--- src/sba_pkg.sv ---
// ----------------------------------------------------------------------------
// sba_pkg
// Shared types, codes and constants of the slab block allocator.
// ----------------------------------------------------------------------------
package sba_pkg;

	// Sizing defaults
	localparam int unsigned MAX_BLOCKS = 1024;
	localparam int unsigned LINK_BYTES = 8;
	localparam int unsigned PAGE_BYTES = 32'h1000;
	localparam int unsigned PAGE_SHIFT = $clog2(PAGE_BYTES);

	// Field widths
	localparam int unsigned OP_W       = 2;
	localparam int unsigned STATUS_W   = 3;
	localparam int unsigned ADDR_W     = 32;
	localparam int unsigned PAGES_W    = 8;
	localparam int unsigned BSIZE_W    = 16;
	localparam int unsigned STRIDE_W   = BSIZE_W + 1;
	localparam int unsigned NUM_W      = PAGES_W + PAGE_SHIFT;
	localparam int unsigned STEP_W     = $clog2(NUM_W);
	localparam int unsigned CFG_IDX_W  = 2;
	localparam int unsigned CFG_DATA_W = 32;

	// Register indexes
	localparam logic [CFG_IDX_W-1:0] CFG_PAGE_COUNT  = 2'd0;
	localparam logic [CFG_IDX_W-1:0] CFG_BLOCK_BYTES = 2'd1;
	localparam logic [CFG_IDX_W-1:0] CFG_REGION_BASE = 2'd2;

	typedef enum logic [OP_W-1:0] {
		OP_INIT  = 2'd0,
		OP_ALLOC = 2'd1,
		OP_FREE  = 2'd2,
		OP_NOP   = 2'd3
	} opcode_t;

	typedef enum logic [STATUS_W-1:0] {
		ST_OK       = 3'd0,
		ST_EMPTY    = 3'd1,
		ST_INVALID  = 3'd2,
		ST_NULL     = 3'd3,
		ST_OVERFLOW = 3'd4
	} status_t;

	// Command kinds after front-end classification
	typedef enum logic [2:0] {
		CMD_INIT,
		CMD_ALLOC,
		CMD_FREE,
		CMD_NULL,
		CMD_NOP
	} cmd_kind_t;

	typedef struct packed {
		cmd_kind_t         kind;
		logic [ADDR_W-1:0] addr;
	} cmd_t;

	typedef struct packed {
		logic [PAGES_W-1:0] page_count;
		logic [BSIZE_W-1:0] block_bytes;
		logic [ADDR_W-1:0]  region_base;
	} cfg_t;

	typedef enum logic [2:0] {
		BK_IDLE,
		BK_ALLOC,
		BK_DIV,
		BK_SIZE,
		BK_FILL,
		BK_END
	} bk_state_t;

endpackage

--- src/sba_front.sv ---
// ----------------------------------------------------------------------------
// sba_front
// Accepts input items, classifies them and queues commands for the back end.
// ----------------------------------------------------------------------------
module sba_front (
	input  logic                       clk,
	input  logic                       arst_n,
	input  logic                       in_valid,
	output logic                       in_stall,
	input  logic [sba_pkg::OP_W-1:0]   opcode,
	input  logic [sba_pkg::ADDR_W-1:0] free_address,
	output logic                       cmd_valid,
	input  logic                       cmd_pop,
	output sba_pkg::cmd_t              cmd
);

	localparam int unsigned QDEPTH = 2;
	localparam int unsigned PTR_W  = $clog2(QDEPTH);
	localparam int unsigned QCNT_W = $clog2(QDEPTH + 1);
	localparam logic [QCNT_W-1:0] QFULL = QCNT_W'(QDEPTH);

	sba_pkg::cmd_t     slot_q [QDEPTH];
	sba_pkg::cmd_t     new_cmd;
	logic [PTR_W-1:0]  wr_ptr_q;
	logic [PTR_W-1:0]  rd_ptr_q;
	logic [QCNT_W-1:0] cnt_q;
	logic              push;

	// Classify the incoming item
	always_comb begin
		new_cmd.addr = free_address;
		case (opcode)
			sba_pkg::OP_INIT:  new_cmd.kind = sba_pkg::CMD_INIT;
			sba_pkg::OP_ALLOC: new_cmd.kind = sba_pkg::CMD_ALLOC;
			sba_pkg::OP_FREE: begin
				new_cmd.kind = (free_address == '0) ? sba_pkg::CMD_NULL : sba_pkg::CMD_FREE;
			end
			default:           new_cmd.kind = sba_pkg::CMD_NOP;
		endcase
	end

	assign in_stall  = (cnt_q == QFULL);
	assign push      = in_valid && !in_stall;
	assign cmd_valid = (cnt_q != '0);
	assign cmd       = slot_q[rd_ptr_q];

	// Command queue storage
	always_ff @(posedge clk) begin
		if (push) begin
			slot_q[wr_ptr_q] <= new_cmd;
		end
	end

	// Queue pointers and fill level
	always_ff @(posedge clk or negedge arst_n) begin
		if (!arst_n) begin
			wr_ptr_q <= '0;
			rd_ptr_q <= '0;
			cnt_q    <= '0;
		end else begin
			if (push) begin
				wr_ptr_q <= wr_ptr_q + 1'b1;
			end
			if (cmd_pop) begin
				rd_ptr_q <= rd_ptr_q + 1'b1;
			end
			if (push && !cmd_pop) begin
				cnt_q <= cnt_q + 1'b1;
			end else if (!push && cmd_pop) begin
				cnt_q <= cnt_q - 1'b1;
			end
		end
	end

endmodule

--- config.mk ---
export PLATFORM = sky130hd
export DESIGN_NAME = sba_front
export DESIGN_NICKNAME = d
export VERILOG_FILES = /design/src/sba_pkg.sv /design/src/sba_front.sv
export SDC_FILE = /design/constraint.sdc
export NUM_CORES = 1
export LEC_CHECK = 0
export ABC_AREA = 1
export BUFFER_PORTS_ARGS = -buffer_cell sky130_fd_sc_hd__buf_4
export CORE_ASPECT_RATIO = 1.5
export CORE_UTILIZATION = 40
export CTS_CLUSTER_SIZE = 10
export DETAILED_ROUTE_END_ITERATION = 8
export SLEW_MARGIN = 20
export SYNTH_ARGS = -nofsm -noshare
export SYNTH_HDL_FRONTEND = slang
export SYNTH_SLANG_ARGS = --single-unit
--- constraint.sdc ---
create_clock -name clk -period 6.4 [get_ports clk]
set_input_delay 0.32 -clock clk [delete_from_list [all_inputs] [get_ports clk]]
set_output_delay 0.32 -clock clk [all_outputs]
set_load 0.1 [all_outputs]
==> reports/results.txt <==
port bufs - 74
detailed-route DRC error count - 0
Clock Skew - 0.00751 ns
GRT Total Usage - 0.133
CTS buffer count - 9
row count - 38
R2R cell count - 3
reg2reg end - slot_q[1][6]
Clk Latency, worst-skew pair - 0.34 ns
1st-iter DRT viols - 108
vias after detailed routing - 1,601
syn_nets - 205
depth of the CTS H-tree - 3
Setup-failing EPs final - 0
# IOs - 75
Die H - 108 um
Cell Area, Synth - 0.00301 mm2
largest net degree at the start of global routing - 37
Synth area leaders - edfxtp_1, mux2_4, dfrtp_1
Max-slew headroom - 0.296
share of cells above drive strength 1 - 0.502
Placer Congestion - 0.680
crit path kind - reg2out
Clock transition at path regs - 0.07 ns
Yosys top cell area share - 0.698
met2 Use GR - 0.218
final worst path period share - 0.340
post-CTS setup buffer count - 0
FF+latch count, synth - 74
final hold vios - 0
status - completed
Die Span X - 72.8 um
Final Max Tran Viols - 0
post-route ant nets - 0
final net count - 287
commonest non-fill, non-tap cell in the layout - buf_4
most frequent cells in the layout - buf_4, edfxtp_1, mux2_4
per-cell routed wire length - 14.0 um
met1 Use GR - 0.150
WHS Path Cells - 2
Core Area - 0.00727 mm2
Crit. End Element - output pin
HPWL after DPL - 3.20 mm
Root Buffer - clkbuf_8
Synth cell types - 16
flop2flop setup slack - 4.40 ns
Worst Min Path Start - cmd_pop
Max Root-Sink Buffers - 2
setup TNS - 0 ns
initial antenna violation count - 0
CTS tree - yes
routed wire length - 4.93 mm
pre-CTS WS - 4.27 ns
Data arrival, critical path - 1.85 ns
reg-to-reg startpoint - cnt_q[1]
Worst Tran Pin Value - 1.05 ns
GR peak layer - met2
Critical Path Source - rd_ptr_q
met3 Use GR - 0.0438
Syn Inst Count - 166
RSZ-0062 raised after global routing - no
leading area contributor after synthesis - edfxtp_1
syn_area_per_cell - 18.1 um2
number of global-route vias before repair - 1,548
Period minus WS final - 2.17 ns
Worst Path Max Fanout - 36
diode count - 0
min-delay worst type - in2reg
Area Growth Syn to Fin - 27.3%
first drt pass iteration count - 4
fill count - 633
GRT overflow - 0
via/cell ratio - 4.54
die area - 0.00788 mm2
starting density of the core - 0.414
yosys warns - 0
Req. time, crit path - 6.08 ns
global-route wire length before repair - 7.36 mm
post-synthesis sequential area ratio - 0.732
clk sinks - 74
Min-Delay Endpoint - rd_ptr_q
Worst Setup Start Kind - flip-flop
max-cap check violation count - 0
setup ws final - 4.23 ns
fmax - 460 MHz
[synthesized netlist by cell type]
library cell	n
mux2_4	29
xnor2_1	1
buf_12	3
dfrtp_1	4
a21oi_1	1
or2_2	1
buf_6	1
o21ai_0	2
edfxtp_1	70
mux2_2	6
nand2_1	10
nand4_1	2
inv_1	8
ha_1	1
xor2_1	2
nor2_1	25
[final cells by class]
type	count	area (um2)	share of cell area
inverters	8	30.0	0.00783
flip-flops and latches	74	2210	0.575
well taps	100	125	0.0326
repair buffers	75	566	0.148
multi-input cells	80	722	0.188
clock buffers	10	128	0.0333
clock inverters	6	57.6	0.0150
[flip-flops by register name, indices dropped and copies added (netlist names)]
register	count
rd_ptr_q	1
cnt_q	2
wr_ptr_q	1
slot_q	70
[cell families (layout without fill, tap and decap cells)]
logic type / after synthesis / count (layout) / share of synthesized area
muxes: 35 / 35 / 0.167
and+or+nand+nor: 38 / 38 / 0.0499
AOI/OAI and AO/OA: 3 / 3 / 0.00499
DFF: 74 / 74 / 0.732
xor gates and xnor gates: 3 / 3 / 0.00873
adders and majority gates: 1 / 1 / 0.00416
buffers and inverters: 12 / 99 / 0.0337
[through the flow]
step           instances  hold WS [ns]  instance area [um2]   util
2_1_floorplan        166        0.0244                 3010      -
3_3_place_gp         336         0.121                 3640  0.500
3_5_place_dp         336         0.122                 3640  0.500
4_1_cts              353         0.139                 3830  0.527
5_1_grt              353         0.141                 3830  0.527
6_report             353         0.156                 3830  0.527
[metal layers]
layer  wire [um]  share of wire
met1        2090           0.42
met3         275          0.056
met4          63          0.013
met5           0              0
met2        2510           0.51
[worst max-delay path, stage by stage (launching register included)]
cell and delay, ns:
dfrtp_4 0.86, mux2_2 0.41, buf_4 0.23
[worst max path at each step]
stage,end,depth (start not counted)
6_report,cmd[32],2
5_1_grt,cmd[32],2
4_1_cts,cmd[32],2
3_5_place_dp,cmd[32],2
3_3_place_gp,cmd[33],2
2_1_floorplan,slot_q[1][0],3
[repair_timing]
item / in CTS / in global routing
hold buffers: 1 / 0
resized for setup: 0 / 0
endpoints found under the hold margin: 4 / 0
Power is not shown: default switching activity piles up to over one toggle a cycle in this logic, so the estimate is an artifact.
